===== config.mk =====
export PLATFORM = sky130hd
export DESIGN_NAME = pose_frame_receiver
export DESIGN_NICKNAME = d
export VERILOG_FILES = /design/src/design/pfr_pkg.sv /design/src/design/pfr_fifo.sv /design/src/design/pfr_fadd.sv /design/src/design/pfr_fmul.sv /design/src/design/pfr_front.sv /design/src/design/pfr_back.sv /design/src/design/pose_frame_receiver.sv
export VERILOG_INCLUDE_DIRS = /design/src /design/src/design
export SDC_FILE = /design/constraint.sdc
export NUM_CORES = 2
export LEC_CHECK = 0
export BUFFER_PORTS_ARGS = -buffer_cell sky130_fd_sc_hd__buf_2
export CAP_MARGIN = 20
export CORE_ASPECT_RATIO = 2
export CORE_MARGIN = 3
export CORE_UTILIZATION = 40
export CTS_BUF_LIST = sky130_fd_sc_hd__clkbuf_16
export DETAILED_ROUTE_END_ITERATION = 6
export PLACE_DENSITY_LB_ADDON = 0.1
export SETUP_SLACK_MARGIN = 0.1
export SLEW_MARGIN = 20
export SYNTH_ARGS = -nofsm -noshare
export SYNTH_HDL_FRONTEND = slang
export SYNTH_SLANG_ARGS = --single-unit

===== constraint.sdc =====
create_clock -name clk -period 13.31 [get_ports clk]
set_input_delay 0.6655 -clock clk [delete_from_list [all_inputs] [get_ports clk]]
set_output_delay 0.6655 -clock clk [all_outputs]
set_load 0.02 [all_outputs]

===== src/design/pose_frame_receiver_macros.svh =====
// ----------------------------------------------------------------------------
// pose_frame_receiver_macros
// Assertion macros used by the pose frame receiver sequencer (pfr_back).
// ----------------------------------------------------------------------------
`ifndef POSE_FRAME_RECEIVER_MACROS_SVH
`define POSE_FRAME_RECEIVER_MACROS_SVH

// Check a property on every clock edge outside reset
`define PFR_ASSERT(lbl, prop, msg) \
  lbl: assert property (@(posedge clk) disable iff (!rst_n) (prop)) else $error(msg);

// Check that a condition never holds outside reset
`define PFR_NEVER(lbl, cond, msg) \
  lbl: assert property (@(posedge clk) disable iff (!rst_n) !(cond)) else $error(msg);

`endif


===== src/design/pfr_pkg.sv =====
// ----------------------------------------------------------------------------
// pfr_pkg
// Types, constants and single-precision helpers for the pose frame receiver.
// ----------------------------------------------------------------------------
package pfr_pkg;

  localparam logic [7:0]  HDR_CR        = 8'h0d;
  localparam logic [7:0]  HDR_LF        = 8'h0a;
  localparam logic [4:0]  PAYLOAD_LAST  = 5'd23;
  localparam logic [31:0] F_POS180      = 32'h4334_0000;
  localparam logic [31:0] F_NEG180      = 32'hC334_0000;
  localparam logic [31:0] F_POS360      = 32'h43B4_0000;
  localparam logic [31:0] F_ONE         = 32'h3F80_0000;
  localparam logic [31:0] CANON_NAN     = 32'h7FC0_0000;
  localparam logic [31:0] SIGN_BIT      = 32'h8000_0000;

  localparam int FRAME_Q_DEPTH = 2;
  localparam int OUT_Q_DEPTH   = 2;

  // Configuration register indexes
  localparam logic [2:0] REG_ANGLE_OFF = 3'd0;
  localparam logic [2:0] REG_COS_OFF   = 3'd1;
  localparam logic [2:0] REG_SIN_OFF   = 3'd2;
  localparam logic [2:0] REG_X_OFF     = 3'd3;
  localparam logic [2:0] REG_Y_OFF     = 3'd4;
  localparam logic [2:0] REG_MIRROR    = 3'd5;

  typedef enum logic [2:0] {
    PH_HUNT, PH_LF1, PH_BODY, PH_LF2, PH_CR2
  } phase_t;

  typedef enum logic [3:0] {
    B_IDLE, B_ANG, B_WRP1, B_WRP2, B_M1, B_M2, B_AX,
    B_M3, B_M4, B_AY, B_XO, B_YO, B_FIN
  } bstate_t;

  typedef struct packed {
    logic [31:0] ang;
    logic [31:0] gx;
    logic [31:0] gy;
  } frame_t;

  typedef struct packed {
    logic [31:0] angle_off;
    logic [31:0] cos_off;
    logic [31:0] sin_off;
    logic [31:0] x_off;
    logic [31:0] y_off;
    logic        mirror;
  } cfg_t;

  typedef struct packed {
    logic [31:0] angle;
    logic [31:0] x;
    logic [31:0] y;
  } pose_t;

  function automatic logic is_nan(logic [31:0] v);
    return (v[30:23] == 8'hFF) && (v[22:0] != 23'd0);
  endfunction

  function automatic logic [31:0] canon(logic [31:0] v);
    return is_nan(v) ? CANON_NAN : v;
  endfunction

  // Order key: larger key means larger value (zeros not needed here)
  function automatic logic [31:0] okey(logic [31:0] v);
    return v[31] ? ~v : (v ^ SIGN_BIT);
  endfunction

  function automatic logic gt_180(logic [31:0] v);
    return !is_nan(v) && (okey(v) > okey(F_POS180));
  endfunction

  function automatic logic le_m180(logic [31:0] v);
    return !is_nan(v) && (okey(v) <= okey(F_NEG180));
  endfunction

  function automatic logic [4:0] lzc28(logic [27:0] v);
    logic [4:0] n;
    n = 5'd28;
    for (int i = 0; i < 28; i++) begin
      if (v[i]) n = 5'(27 - i);
    end
    return n;
  endfunction

  function automatic logic [5:0] lzc48(logic [47:0] v);
    logic [5:0] n;
    n = 6'd48;
    for (int i = 0; i < 48; i++) begin
      if (v[i]) n = 6'(47 - i);
    end
    return n;
  endfunction

  // Round to nearest even and pack; e >= 1, m[23] leading (0 only when e is 1)
  function automatic logic [31:0] round_pack(logic s, logic [9:0] e, logic [23:0] m,
                                             logic g, logic st);
    logic [24:0] mr;
    logic [10:0] f;
    mr = {1'b0, m} + {24'd0, g & (st | m[0])};
    f  = {1'b0, e} - 11'd1 + {9'd0, mr[24], mr[23]};
    if (f >= 11'd255) return {s, 8'hFF, 23'd0};
    return {s, f[7:0], mr[22:0]};
  endfunction

endpackage


===== src/design/pfr_fifo.sv =====
// ----------------------------------------------------------------------------
// pfr_fifo
// Small register queue with full and empty flags.
// ----------------------------------------------------------------------------
module pfr_fifo #(
  parameter int WIDTH = 96,
  parameter int DEPTH = 2
) (
  input  logic             clk,
  input  logic             rst_n,
  input  logic             push,
  input  logic [WIDTH-1:0] wdata,
  output logic             full,
  input  logic             pop,
  output logic [WIDTH-1:0] rdata,
  output logic             empty
);

  localparam int AW = (DEPTH > 1) ? $clog2(DEPTH) : 1;
  localparam int CW = $clog2(DEPTH + 1);

  logic [WIDTH-1:0] mem_r [DEPTH];
  logic [AW-1:0]    wr_ptr_r, rd_ptr_r;
  logic [CW-1:0]    cnt_r;
  logic             do_push, do_pop;

  assign full    = (cnt_r == CW'(DEPTH));
  assign empty   = (cnt_r == '0);
  assign do_push = push && !full;
  assign do_pop  = pop && !empty;
  assign rdata   = mem_r[rd_ptr_r];

  // Store the pushed beat
  always_ff @(posedge clk) begin
    if (do_push) mem_r[wr_ptr_r] <= wdata;
  end

  // Advance pointers and count
  always_ff @(posedge clk) begin
    if (!rst_n) begin
      wr_ptr_r <= '0;
      rd_ptr_r <= '0;
      cnt_r    <= '0;
    end else begin
      if (do_push) wr_ptr_r <= (wr_ptr_r == AW'(DEPTH - 1)) ? '0 : wr_ptr_r + 1'b1;
      if (do_pop)  rd_ptr_r <= (rd_ptr_r == AW'(DEPTH - 1)) ? '0 : rd_ptr_r + 1'b1;
      if (do_push && !do_pop)      cnt_r <= cnt_r + 1'b1;
      else if (do_pop && !do_push) cnt_r <= cnt_r - 1'b1;
    end
  end

endmodule


===== src/design/pfr_fadd.sv =====
// ----------------------------------------------------------------------------
// pfr_fadd
// Four-stage single-precision adder/subtractor, round to nearest even.
// ----------------------------------------------------------------------------
module pfr_fadd (
  input  logic        clk,
  input  logic        rst_n,
  input  logic        go,
  input  logic [31:0] a,
  input  logic [31:0] b,
  input  logic        sub,
  output logic        vld,
  output logic [31:0] res
);

  // Stage 1: unpack, order by magnitude, align
  logic [31:0] bb, xo, yo;
  logic        a_nan, b_nan, a_inf, b_inf, swap;
  logic [7:0]  ex, ey, d;
  logic [23:0] mx, my;
  logic [26:0] yext, ysh;

  always_comb begin
    bb    = b ^ (sub ? pfr_pkg::SIGN_BIT : 32'd0);
    a_nan = pfr_pkg::is_nan(a);
    b_nan = pfr_pkg::is_nan(bb);
    a_inf = (a[30:23] == 8'hFF) && (a[22:0] == 23'd0);
    b_inf = (bb[30:23] == 8'hFF) && (bb[22:0] == 23'd0);
    swap  = bb[30:0] > a[30:0];
    xo    = swap ? bb : a;
    yo    = swap ? a : bb;
    ex    = (xo[30:23] == 8'd0) ? 8'd1 : xo[30:23];
    ey    = (yo[30:23] == 8'd0) ? 8'd1 : yo[30:23];
    mx    = {xo[30:23] != 8'd0, xo[22:0]};
    my    = {yo[30:23] != 8'd0, yo[22:0]};
    d     = ex - ey;
    yext  = {my, 3'b000};
    if (d >= 8'd27) begin
      ysh = {26'd0, |my};
    end else begin
      ysh = (yext >> d) | {26'd0, |(yext & ~({27{1'b1}} << d))};
    end
  end

  logic        v1_r, s1_sign_r, s1_sub_r, s1_nan_r, s1_inf_r, s1_infs_r;
  logic [7:0]  s1_e_r;
  logic [26:0] s1_mx_r, s1_my_r;

  always_ff @(posedge clk) begin
    if (!rst_n) v1_r <= 1'b0;
    else        v1_r <= go;
  end

  always_ff @(posedge clk) begin
    s1_sign_r <= xo[31];
    s1_sub_r  <= xo[31] ^ yo[31];
    s1_nan_r  <= a_nan || b_nan || (a_inf && b_inf && (a[31] ^ bb[31]));
    s1_inf_r  <= a_inf || b_inf;
    s1_infs_r <= a_inf ? a[31] : bb[31];
    s1_e_r    <= ex;
    s1_mx_r   <= {mx, 3'b000};
    s1_my_r   <= ysh;
  end

  // Stage 2: add or subtract magnitudes
  logic        v2_r, s2_sign_r, s2_sub_r, s2_nan_r, s2_inf_r, s2_infs_r;
  logic [7:0]  s2_e_r;
  logic [27:0] s2_sum_r;

  always_ff @(posedge clk) begin
    if (!rst_n) v2_r <= 1'b0;
    else        v2_r <= v1_r;
  end

  always_ff @(posedge clk) begin
    s2_sign_r <= s1_sign_r;
    s2_sub_r  <= s1_sub_r;
    s2_nan_r  <= s1_nan_r;
    s2_inf_r  <= s1_inf_r;
    s2_infs_r <= s1_infs_r;
    s2_e_r    <= s1_e_r;
    s2_sum_r  <= s1_sub_r ? ({1'b0, s1_mx_r} - {1'b0, s1_my_r})
                          : ({1'b0, s1_mx_r} + {1'b0, s1_my_r});
  end

  // Stage 3: count leading zeros
  logic        v3_r, s3_sign_r, s3_sub_r, s3_nan_r, s3_inf_r, s3_infs_r;
  logic [7:0]  s3_e_r;
  logic [27:0] s3_sum_r;
  logic [4:0]  s3_lz_r;

  always_ff @(posedge clk) begin
    if (!rst_n) v3_r <= 1'b0;
    else        v3_r <= v2_r;
  end

  always_ff @(posedge clk) begin
    s3_sign_r <= s2_sign_r;
    s3_sub_r  <= s2_sub_r;
    s3_nan_r  <= s2_nan_r;
    s3_inf_r  <= s2_inf_r;
    s3_infs_r <= s2_infs_r;
    s3_e_r    <= s2_e_r;
    s3_sum_r  <= s2_sum_r;
    s3_lz_r   <= pfr_pkg::lzc28(s2_sum_r);
  end

  // Stage 4: normalise, round, pack
  logic [8:0]  sh, lzm1, em1, en;
  logic [26:0] norm;
  logic [31:0] res_nxt;

  always_comb begin
    lzm1 = {4'd0, s3_lz_r} - 9'd1;
    em1  = {1'b0, s3_e_r} - 9'd1;
    sh   = (lzm1 < em1) ? lzm1 : em1;
    if (s3_sum_r[27]) begin
      norm = {s3_sum_r[27:2], s3_sum_r[1] | s3_sum_r[0]};
      en   = {1'b0, s3_e_r} + 9'd1;
    end else begin
      norm = s3_sum_r[26:0] << sh;
      en   = {1'b0, s3_e_r} - sh;
    end
    if (s3_nan_r) begin
      res_nxt = pfr_pkg::CANON_NAN;
    end else if (s3_inf_r) begin
      res_nxt = {s3_infs_r, 8'hFF, 23'd0};
    end else if (s3_sum_r == 28'd0) begin
      res_nxt = {s3_sub_r ? 1'b0 : s3_sign_r, 31'd0};
    end else begin
      res_nxt = pfr_pkg::round_pack(s3_sign_r, {1'b0, en}, norm[26:3], norm[2], |norm[1:0]);
    end
  end

  logic        v4_r;
  logic [31:0] res_r;

  always_ff @(posedge clk) begin
    if (!rst_n) v4_r <= 1'b0;
    else        v4_r <= v3_r;
  end

  always_ff @(posedge clk) begin
    res_r <= res_nxt;
  end

  assign vld = v4_r;
  assign res = res_r;

endmodule


===== src/design/pfr_fmul.sv =====
// ----------------------------------------------------------------------------
// pfr_fmul
// Three-stage single-precision multiplier, round to nearest even.
// ----------------------------------------------------------------------------
module pfr_fmul (
  input  logic        clk,
  input  logic        rst_n,
  input  logic        go,
  input  logic [31:0] a,
  input  logic [31:0] b,
  output logic        vld,
  output logic [31:0] res
);

  // Stage 1: unpack, specials, mantissa product
  logic        a_nan, b_nan, a_inf, b_inf, a_zero, b_zero;
  logic [7:0]  ea, eb;
  logic [23:0] ma, mb;

  always_comb begin
    a_nan  = pfr_pkg::is_nan(a);
    b_nan  = pfr_pkg::is_nan(b);
    a_inf  = (a[30:23] == 8'hFF) && (a[22:0] == 23'd0);
    b_inf  = (b[30:23] == 8'hFF) && (b[22:0] == 23'd0);
    a_zero = (a[30:0] == 31'd0);
    b_zero = (b[30:0] == 31'd0);
    ea     = (a[30:23] == 8'd0) ? 8'd1 : a[30:23];
    eb     = (b[30:23] == 8'd0) ? 8'd1 : b[30:23];
    ma     = {a[30:23] != 8'd0, a[22:0]};
    mb     = {b[30:23] != 8'd0, b[22:0]};
  end

  logic         v1_r, s1_sign_r, s1_nan_r, s1_inf_r, s1_zero_r;
  logic [10:0]  s1_e_r;
  logic [47:0]  s1_p_r;

  always_ff @(posedge clk) begin
    if (!rst_n) v1_r <= 1'b0;
    else        v1_r <= go;
  end

  always_ff @(posedge clk) begin
    s1_sign_r <= a[31] ^ b[31];
    s1_nan_r  <= a_nan || b_nan || (a_inf && b_zero) || (b_inf && a_zero);
    s1_inf_r  <= a_inf || b_inf;
    s1_zero_r <= a_zero || b_zero;
    s1_e_r    <= {3'd0, ea} + {3'd0, eb} - 11'd126;
    s1_p_r    <= ma * mb;
  end

  // Stage 2: count leading zeros of the product
  logic         v2_r, s2_sign_r, s2_nan_r, s2_inf_r, s2_zero_r;
  logic [10:0]  s2_e_r;
  logic [47:0]  s2_p_r;
  logic [5:0]   s2_lz_r;

  always_ff @(posedge clk) begin
    if (!rst_n) v2_r <= 1'b0;
    else        v2_r <= v1_r;
  end

  always_ff @(posedge clk) begin
    s2_sign_r <= s1_sign_r;
    s2_nan_r  <= s1_nan_r;
    s2_inf_r  <= s1_inf_r;
    s2_zero_r <= s1_zero_r;
    s2_e_r    <= s1_e_r;
    s2_p_r    <= s1_p_r;
    s2_lz_r   <= pfr_pkg::lzc48(s1_p_r);
  end

  // Stage 3: shift into place (right for subnormal results), round, pack
  logic signed [10:0] e0, em1, lzs, sh, ef;
  logic [10:0] rs;
  logic [47:0] q;
  logic        stk;
  logic [31:0] res_nxt;

  always_comb begin
    e0  = $signed(s2_e_r);
    em1 = e0 - 11'sd1;
    lzs = $signed({5'd0, s2_lz_r});
    sh  = (em1 < lzs) ? em1 : lzs;
    rs  = 11'(-sh);
    stk = 1'b0;
    if (sh >= 11'sd0) begin
      q = s2_p_r << sh[5:0];
    end else if (rs >= 11'd48) begin
      q   = 48'd0;
      stk = |s2_p_r;
    end else begin
      q   = s2_p_r >> rs[5:0];
      stk = |(s2_p_r & ((48'd1 << rs[5:0]) - 48'd1));
    end
    ef = e0 - sh;
    if (s2_nan_r) begin
      res_nxt = pfr_pkg::CANON_NAN;
    end else if (s2_inf_r) begin
      res_nxt = {s2_sign_r, 8'hFF, 23'd0};
    end else if (s2_zero_r) begin
      res_nxt = {s2_sign_r, 31'd0};
    end else begin
      res_nxt = pfr_pkg::round_pack(s2_sign_r, ef[9:0], q[47:24], q[23],
                                    (|q[22:0]) | stk);
    end
  end

  logic        v3_r;
  logic [31:0] res_r;

  always_ff @(posedge clk) begin
    if (!rst_n) v3_r <= 1'b0;
    else        v3_r <= v2_r;
  end

  always_ff @(posedge clk) begin
    res_r <= res_nxt;
  end

  assign vld = v3_r;
  assign res = res_r;

endmodule


===== src/design/pfr_front.sv =====
// ----------------------------------------------------------------------------
// pfr_front
// Byte framer: finds CR LF, 24 payload bytes, LF CR and queues the used floats.
// ----------------------------------------------------------------------------
module pfr_front (
  input  logic            clk,
  input  logic            rst_n,
  input  logic            byte_vld,
  input  logic [7:0]      rx_byte,
  output logic            frame_push,
  output pfr_pkg::frame_t frame
);

  pfr_pkg::phase_t phase_r, phase_nxt;
  logic [4:0]  cnt_r, cnt_nxt;
  logic [31:0] ang_r, gx_r, gy_r;

  // Hold phase and byte count
  always_ff @(posedge clk) begin
    if (!rst_n) begin
      phase_r <= pfr_pkg::PH_HUNT;
      cnt_r   <= 5'd0;
    end else begin
      phase_r <= phase_nxt;
      cnt_r   <= cnt_nxt;
    end
  end

  // Advance the frame search on each byte
  always_comb begin
    phase_nxt  = phase_r;
    cnt_nxt    = cnt_r;
    frame_push = 1'b0;
    if (byte_vld) begin
      unique case (phase_r)
        pfr_pkg::PH_HUNT: begin
          phase_nxt = (rx_byte == pfr_pkg::HDR_CR) ? pfr_pkg::PH_LF1 : pfr_pkg::PH_HUNT;
        end
        pfr_pkg::PH_LF1: begin
          if (rx_byte == pfr_pkg::HDR_LF) begin
            cnt_nxt   = 5'd0;
            phase_nxt = pfr_pkg::PH_BODY;
          end else if (rx_byte != pfr_pkg::HDR_CR) begin
            phase_nxt = pfr_pkg::PH_HUNT;
          end
        end
        pfr_pkg::PH_BODY: begin
          if (cnt_r == pfr_pkg::PAYLOAD_LAST) begin
            cnt_nxt   = 5'd0;
            phase_nxt = pfr_pkg::PH_LF2;
          end else begin
            cnt_nxt = cnt_r + 5'd1;
          end
        end
        pfr_pkg::PH_LF2: begin
          phase_nxt = (rx_byte == pfr_pkg::HDR_LF) ? pfr_pkg::PH_CR2 : pfr_pkg::PH_HUNT;
        end
        pfr_pkg::PH_CR2: begin
          frame_push = (rx_byte == pfr_pkg::HDR_CR);
          phase_nxt  = pfr_pkg::PH_HUNT;
        end
        default: begin
          phase_nxt = pfr_pkg::PH_HUNT;
        end
      endcase
    end
  end

  // Shift in the little-endian bytes of floats 0, 3 and 4
  always_ff @(posedge clk) begin
    if (byte_vld && (phase_r == pfr_pkg::PH_BODY)) begin
      if (cnt_r < 5'd4)                     ang_r <= {rx_byte, ang_r[31:8]};
      if (cnt_r >= 5'd12 && cnt_r < 5'd16)  gx_r  <= {rx_byte, gx_r[31:8]};
      if (cnt_r >= 5'd16 && cnt_r < 5'd20)  gy_r  <= {rx_byte, gy_r[31:8]};
    end
  end

  assign frame.ang = ang_r;
  assign frame.gx  = gx_r;
  assign frame.gy  = gy_r;

endmodule


===== src/design/pfr_back.sv =====
// ----------------------------------------------------------------------------
// pfr_back
// Pose sequencer: runs the heading and position transform on one shared
// adder and one shared multiplier, then queues the pose.
// ----------------------------------------------------------------------------
`include "pose_frame_receiver_macros.svh"

module pfr_back (
  input  logic            clk,
  input  logic            rst_n,
  input  pfr_pkg::cfg_t   cfg,
  input  logic            fq_empty,
  input  pfr_pkg::frame_t fq_frame,
  output logic            fq_pop,
  input  logic            out_full,
  output logic            out_push,
  output pfr_pkg::pose_t  pose
);

  pfr_pkg::bstate_t state_r, state_nxt;
  logic        wait_r, wait_nxt;
  logic        ld_frame;
  logic [31:0] ang_r, gx_r, gy_r, x_r, y_r, p1_r, p2_r;

  logic        add_go, add_sub, add_vld;
  logic [31:0] add_a, add_b, add_res;
  logic        mul_go, mul_vld;
  logic [31:0] mul_a, mul_b, mul_res;

  pfr_fadd u_fadd (
    .clk (clk), .rst_n (rst_n), .go (add_go), .a (add_a), .b (add_b),
    .sub (add_sub), .vld (add_vld), .res (add_res)
  );

  pfr_fmul u_fmul (
    .clk (clk), .rst_n (rst_n), .go (mul_go), .a (mul_a), .b (mul_b),
    .vld (mul_vld), .res (mul_res)
  );

  // Hold sequencer state
  always_ff @(posedge clk) begin
    if (!rst_n) begin
      state_r <= pfr_pkg::B_IDLE;
      wait_r  <= 1'b0;
    end else begin
      state_r <= state_nxt;
      wait_r  <= wait_nxt;
    end
  end

  // Operand selection per step
  always_comb begin
    add_a   = ang_r;
    add_b   = pfr_pkg::F_POS360;
    add_sub = 1'b0;
    mul_a   = gx_r;
    mul_b   = cfg.cos_off;
    unique case (state_r)
      pfr_pkg::B_ANG:  begin add_b = cfg.angle_off; add_sub = 1'b1; end
      pfr_pkg::B_WRP1: begin add_sub = 1'b1; end
      pfr_pkg::B_AX:   begin add_a = p1_r; add_b = p2_r; end
      pfr_pkg::B_AY:   begin add_a = p1_r; add_b = p2_r; add_sub = 1'b1; end
      pfr_pkg::B_XO:   begin add_a = x_r; add_b = cfg.x_off; add_sub = 1'b1; end
      pfr_pkg::B_YO:   begin add_a = y_r; add_b = cfg.y_off; add_sub = 1'b1; end
      pfr_pkg::B_M2:   begin mul_a = gy_r; mul_b = cfg.sin_off; end
      pfr_pkg::B_M3:   begin mul_a = gy_r; end
      pfr_pkg::B_M4:   begin mul_b = cfg.sin_off; end
      default: begin end
    endcase
  end

  // Step through the transform, one unit operation at a time
  always_comb begin
    state_nxt = state_r;
    wait_nxt  = wait_r;
    add_go    = 1'b0;
    mul_go    = 1'b0;
    fq_pop    = 1'b0;
    ld_frame  = 1'b0;
    out_push  = 1'b0;
    unique case (state_r)
      pfr_pkg::B_IDLE: begin
        if (!fq_empty) begin
          fq_pop    = 1'b1;
          ld_frame  = 1'b1;
          state_nxt = pfr_pkg::B_ANG;
        end
      end
      pfr_pkg::B_ANG, pfr_pkg::B_AX, pfr_pkg::B_AY, pfr_pkg::B_XO, pfr_pkg::B_YO: begin
        if (!wait_r) begin
          add_go   = 1'b1;
          wait_nxt = 1'b1;
        end else if (add_vld) begin
          wait_nxt = 1'b0;
          unique case (state_r)
            pfr_pkg::B_ANG: state_nxt = pfr_pkg::B_WRP1;
            pfr_pkg::B_AX:  state_nxt = pfr_pkg::B_M3;
            pfr_pkg::B_AY:  state_nxt = pfr_pkg::B_XO;
            pfr_pkg::B_XO:  state_nxt = pfr_pkg::B_YO;
            default:        state_nxt = pfr_pkg::B_FIN;
          endcase
        end
      end
      pfr_pkg::B_WRP1: begin
        if (!wait_r) begin
          if (pfr_pkg::gt_180(ang_r)) begin
            add_go   = 1'b1;
            wait_nxt = 1'b1;
          end else begin
            state_nxt = pfr_pkg::B_WRP2;
          end
        end else if (add_vld) begin
          wait_nxt  = 1'b0;
          state_nxt = pfr_pkg::B_WRP2;
        end
      end
      pfr_pkg::B_WRP2: begin
        if (!wait_r) begin
          if (pfr_pkg::le_m180(ang_r)) begin
            add_go   = 1'b1;
            wait_nxt = 1'b1;
          end else begin
            state_nxt = pfr_pkg::B_M1;
          end
        end else if (add_vld) begin
          wait_nxt  = 1'b0;
          state_nxt = pfr_pkg::B_M1;
        end
      end
      pfr_pkg::B_M1, pfr_pkg::B_M2, pfr_pkg::B_M3, pfr_pkg::B_M4: begin
        if (!wait_r) begin
          mul_go   = 1'b1;
          wait_nxt = 1'b1;
        end else if (mul_vld) begin
          wait_nxt = 1'b0;
          unique case (state_r)
            pfr_pkg::B_M1: state_nxt = pfr_pkg::B_M2;
            pfr_pkg::B_M2: state_nxt = pfr_pkg::B_AX;
            pfr_pkg::B_M3: state_nxt = pfr_pkg::B_M4;
            default:       state_nxt = pfr_pkg::B_AY;
          endcase
        end
      end
      pfr_pkg::B_FIN: begin
        if (!out_full) begin
          out_push  = 1'b1;
          state_nxt = pfr_pkg::B_IDLE;
        end
      end
      default: begin
        state_nxt = pfr_pkg::B_IDLE;
        wait_nxt  = 1'b0;
      end
    endcase
  end

  // Capture the frame and the unit results
  always_ff @(posedge clk) begin
    if (ld_frame) begin
      ang_r <= fq_frame.ang ^ pfr_pkg::SIGN_BIT;
      gx_r  <= fq_frame.gx;
      gy_r  <= fq_frame.gy;
    end
    if (add_vld) begin
      priority case (state_r)
        pfr_pkg::B_AX, pfr_pkg::B_XO: x_r   <= add_res;
        pfr_pkg::B_AY, pfr_pkg::B_YO: y_r   <= add_res;
        default:                      ang_r <= add_res;
      endcase
    end
    if (mul_vld) begin
      if (state_r == pfr_pkg::B_M1 || state_r == pfr_pkg::B_M3) p1_r <= mul_res;
      else                                                      p2_r <= mul_res;
    end
  end

  // Apply mirror, fold -180 to 180 and canonicalise NaNs
  logic [31:0] ang_m, x_m;

  always_comb begin
    ang_m = cfg.mirror ? (ang_r ^ pfr_pkg::SIGN_BIT) : ang_r;
    x_m   = cfg.mirror ? (x_r ^ pfr_pkg::SIGN_BIT) : x_r;
    if (ang_m == pfr_pkg::F_NEG180) ang_m = pfr_pkg::F_POS180;
    pose.angle = pfr_pkg::canon(ang_m);
    pose.x     = pfr_pkg::canon(x_m);
    pose.y     = pfr_pkg::canon(y_r);
  end

  `PFR_ASSERT(a_pop_in_idle, fq_pop |-> state_r == pfr_pkg::B_IDLE, "frame taken outside idle")
  `PFR_ASSERT(a_push_room, out_push |-> !out_full, "pose pushed into full queue")
  `PFR_ASSERT(a_push_then_idle, out_push |=> state_r == pfr_pkg::B_IDLE, "no return to idle")
  `PFR_NEVER(a_one_unit, add_vld && mul_vld, "both units returned together")

endmodule


===== src/design/pose_frame_receiver.sv =====
// ----------------------------------------------------------------------------
// pose_frame_receiver
// Serial pose frame receiver with single-precision heading/position correction.
// ----------------------------------------------------------------------------
// One byte is taken per clock whenever full is low; full rises only while the
// queue of decoded frames (FRAME_Q_DEPTH entries) waits on the transform. A
// good trailer CR queues a frame, and the transform then works out the pose:
// nine or ten operations run one after another on a shared adder and a shared
// multiplier. Poses wait in an OUT_Q_DEPTH entry queue until popped.
// Configuration writes are always taken (cfg_ready is high) and must be made
// while no frame is being processed.
// ----------------------------------------------------------------------------
module pose_frame_receiver #(
  parameter int FRAME_Q_DEPTH = pfr_pkg::FRAME_Q_DEPTH,
  parameter int OUT_Q_DEPTH   = pfr_pkg::OUT_Q_DEPTH
) (
  input  logic        clk,
  input  logic        rst_n,
  input  logic        push,
  output logic        full,
  input  logic [7:0]  in_rx_byte,
  output logic        empty,
  input  logic        pop,
  output logic [31:0] out_angle_out,
  output logic [31:0] out_x_out,
  output logic [31:0] out_y_out,
  input  logic        cfg_valid,
  output logic        cfg_ready,
  input  logic [2:0]  cfg_index,
  input  logic [31:0] cfg_data
);

  pfr_pkg::cfg_t   cfg_r;
  pfr_pkg::frame_t fr_in, fr_out;
  pfr_pkg::pose_t  pose_in, pose_out;
  logic            fr_push, fq_full, fq_empty, fq_pop;
  logic            oq_push, oq_full;

  assign cfg_ready = 1'b1;

  // Configuration registers
  always_ff @(posedge clk) begin
    if (!rst_n) begin
      cfg_r.angle_off <= 32'd0;
      cfg_r.cos_off   <= pfr_pkg::F_ONE;
      cfg_r.sin_off   <= 32'd0;
      cfg_r.x_off     <= 32'd0;
      cfg_r.y_off     <= 32'd0;
      cfg_r.mirror    <= 1'b0;
    end else if (cfg_valid) begin
      unique case (cfg_index)
        pfr_pkg::REG_ANGLE_OFF: cfg_r.angle_off <= cfg_data;
        pfr_pkg::REG_COS_OFF:   cfg_r.cos_off   <= cfg_data;
        pfr_pkg::REG_SIN_OFF:   cfg_r.sin_off   <= cfg_data;
        pfr_pkg::REG_X_OFF:     cfg_r.x_off     <= cfg_data;
        pfr_pkg::REG_Y_OFF:     cfg_r.y_off     <= cfg_data;
        pfr_pkg::REG_MIRROR:    cfg_r.mirror    <= cfg_data[0];
        default: begin end
      endcase
    end
  end

  assign full = fq_full;

  pfr_front u_front (
    .clk        (clk),
    .rst_n      (rst_n),
    .byte_vld   (push && !fq_full),
    .rx_byte    (in_rx_byte),
    .frame_push (fr_push),
    .frame      (fr_in)
  );

  pfr_fifo #(.WIDTH($bits(pfr_pkg::frame_t)), .DEPTH(FRAME_Q_DEPTH)) u_frame_q (
    .clk (clk), .rst_n (rst_n),
    .push (fr_push), .wdata (fr_in), .full (fq_full),
    .pop (fq_pop), .rdata (fr_out), .empty (fq_empty)
  );

  pfr_back u_back (
    .clk      (clk),
    .rst_n    (rst_n),
    .cfg      (cfg_r),
    .fq_empty (fq_empty),
    .fq_frame (fr_out),
    .fq_pop   (fq_pop),
    .out_full (oq_full),
    .out_push (oq_push),
    .pose     (pose_in)
  );

  pfr_fifo #(.WIDTH($bits(pfr_pkg::pose_t)), .DEPTH(OUT_Q_DEPTH)) u_out_q (
    .clk (clk), .rst_n (rst_n),
    .push (oq_push), .wdata (pose_in), .full (oq_full),
    .pop (pop), .rdata (pose_out), .empty (empty)
  );

  assign out_angle_out = pose_out.angle;
  assign out_x_out     = pose_out.x;
  assign out_y_out     = pose_out.y;

endmodule


==> metrics.txt <==
run status=finished, violations left; failing checks=design-rule violations; Slew Limit Fails=0; Seq. cell area=31560 sq um; critical path arrival=12770 ps; RSZ-0062 raised after global routing=false; leading cell type by number of instances after synthesis=nand2_1; setup TNS=0 ps; top cells by count, synth=1144 x nand2_1, 693 x inv_1, 672 x edfxtp_1; Setup WS pre-CTS=1233 ps; critical path class=reg2reg; antenna viol nets, final=0; Die Wd=324.3 microns; period utilization=0.9128; Slew HR=0.1430; post_cts resized=0; reg2reg setup slack=1160 ps; largest cells by area after synthesis=edfxtp_1 25%, dfxtp_1 14%, fa_1 12%, nand2_1 5.3%, ha_1 5.2%; Post-Syn Area=81050 sq um; CP most frequent cell=ha_1; mean post-synth cell area=9.801 sq um; GPL Wtd Cong=0.9996; Synth top area share=0.2490; worst-path maximum fanout=67; Mapped Nets=9141; TritonCTS Sinks=1240; hold-fix buffer count after cts=0; vias post-DR=65.39k; Post-Synthesis Cells=8270; Worst R2R End=u_back.u_fmul.res[7]; hold endpoint=u_front.ang_r[28]; multi-input combinational cell area=45300 sq um; vias in the first global route=67.43k; YS warnings=0; layout cells sized above 1=0.1156; Area Growth Syn to Fin=9.802%; Vias/cell=5.890; Worst Reg-to-Reg Cells=43; CTS Root Cell=clkbuf_16; Yosys cell types=118; Final WS setup=1161 ps; clk_skew=69.91 ps; CTS tree=done; Tmin final=12150 ps; Required @ worst endpoint=13930 ps; post-synthesis mux area share=0.07314; FMAX=0.08231 GHz; initial antenna violation count=49; TritonCTS buffer count=108; Clock transition at path regs=70 ps; Die H=642.6 microns; top cell type by total area after synthesis=edfxtp_1; Final Hold Fails=0; Post-DP HPWL=258000 microns; xor and xnor area share after synthesis=0.02076; clock latency on the worst-skew pair=770 ps; Hold Crit Class=in2reg; Worst setup EP type=flop; Synth async-reset ratio=0; CP Launch Type=flop; DRT Pass-1 Iters=7; Synth Area in Simple Gates=0.1561; H-tree levels=3; total wire length=332400 microns; port bufs=145; gr ovfl total=0; Synth Area in Compound Gates=0.1326; register area share after synthesis=0.3893; Worst path slowest cell=or4_1; largest net degree at the start of global routing=125; Max stage delay on crit path=830 ps; clock tree buffer depth=3; RR Startpoint=u_back.u_fmul.e0[0]; Synth Area in Adders=0.1723; Post-synth EDFFs=672; Synth Register Bits=1240; max-cap viol count=0; Starting Density=0.4024; largest family of logic cells by synthesized area=adder cells; Slew @ Worst Pin=1261 ps; die area=208400 sq um; drt drc=3; fin nets=9147; gr usage total=0.3110; Avg WL per Cell=29.94 microns; min-delay src=in_rx_byte[4]; Hold Crit Depth=1; core area=201400 sq um; Primary FF master, synth=edfxtp_1; I/O pins=147; setup violators final=0; first-pass GRT wire length=472000 microns; First DRT Iteration DRCs=5046; # rows=233; Filler cells=19.48k; Post-CTS Setup Inserts=0
-- how the worst max path moves through the flow --
stage / slack [ps] / end / startpoint
floorplan: 2220 / u_out_q.wr_ptr_r / u_back.state_r[0]
global placement: 1200 / u_back.u_fmul.res[7] / u_back.u_fmul.e0[0]
detailed placement: 1230 / u_back.u_fmul.res[7] / u_back.u_fmul.e0[0]
CTS: 1150 / u_back.u_fmul.res[7] / u_back.u_fmul.e0[0]
global route: 160 / u_back.u_fmul.res[7] / u_back.u_fmul.e0[0]
finish: 1160 / u_back.u_fmul.res[7] / u_back.u_fmul.e0[0]
-- cell type report --
type,instances,share of cell area
tap,2702,0.03799
inverter,703,0.02973
sequential,1240,0.3546
timing repair buffer,364,0.02722
multi-input combinational,5859,0.5090
clock buffer,112,0.03149
antenna,29,0.0008154
clock inverter,93,0.009194
-- worst max-delay path: cells and delay by family, from the launching register on --
| kind | cells | cell delay [ps] |
|---|---|---|
| AOI/OAI and AO/OA | 12 | 2250 |
| xor gates and xnor gates | 1 | 340 |
| adders and majority gates | 8 | 3200 |
| buffers and inverters | 8 | 1600 |
| DFF | 1 | 540 |
| muxes | 1 | 310 |
| and+or+nand+nor | 13 | 3720 |
-- registers in the layout, summed over array words and instances (netlist names), 48 cells and up, named ones only --
register and flops:
u_out_q.mem_r 192, u_frame_q.mem_r 192, u_back.u_fmul.s2_p_r 48, cfg_r 161, u_back.u_fmul.s1_p_r 48
-- cells in the final DEF (no fill, tap or decap), drive strengths merged, types with 46 or more instances in the layout --
master / synthesis / final
a211oi: 61 / 61
inv: 700 / 725
a222oi: 46 / 46
dfxtp: 568 / 568
o21ai: 353 / 353
and2: 126 / 126
clkbuf: 357 / 112
nor4: 84 / 84
xor2: 64 / 64
mux4: 46 / 46
nor3: 149 / 149
a21oi: 334 / 334
mux2: 235 / 235
nand3: 258 / 258
fa: 489 / 489
nand4: 90 / 90
o211ai: 46 / 46
xnor2: 123 / 123
ha: 334 / 334
a21boi: 178 / 178
a31oi: 58 / 58
a21o: 79 / 79
nand2: 1146 / 1146
nor2b: 53 / 53
buf: 110 / 364
mux2i: 224 / 224
nand2b: 53 / 53
clkinv: 3 / 56
edfxtp: 672 / 672
nor2: 610 / 610
-- through the flow --
step	instances	util	hold WS, ps	cell area, sq um
after floorplan	8270	-	309.6	81050
after global placement	10864	0.4229	309.6	85200
after detailed placement	10865	0.4230	312.1	85220
after CTS	11070	0.4410	119.6	88840
after global routing	11088	0.4416	145.6	88960
final	11102	0.4418	190.0	89000
-- cell families after synthesis --
kind of cell	after synthesis
buffers and inverters	1171
flip-flops	1240
XOR/XNOR	187
AO/OA/AOI/OAI	1583
AND/OR/NAND/NOR	2760
multiplexers	505
other	1
adder cells (fa/ha/maj)	823
-- routing by layer --
layer / GRT usage / up-vias / wire, microns
li1: - / 29004 / -
met1: 0.2844 / 32534 / 101100
met2: 0.5848 / 2645 / 176600
met3: 0.04325 / 1168 / 16880
met4: 0.2894 / 38 / 37500
met5: 0 / - / 252
Power is left out: the tool's default activity adds up to more than one toggle a clock period on the data nets, which glitch-free logic cannot reach.
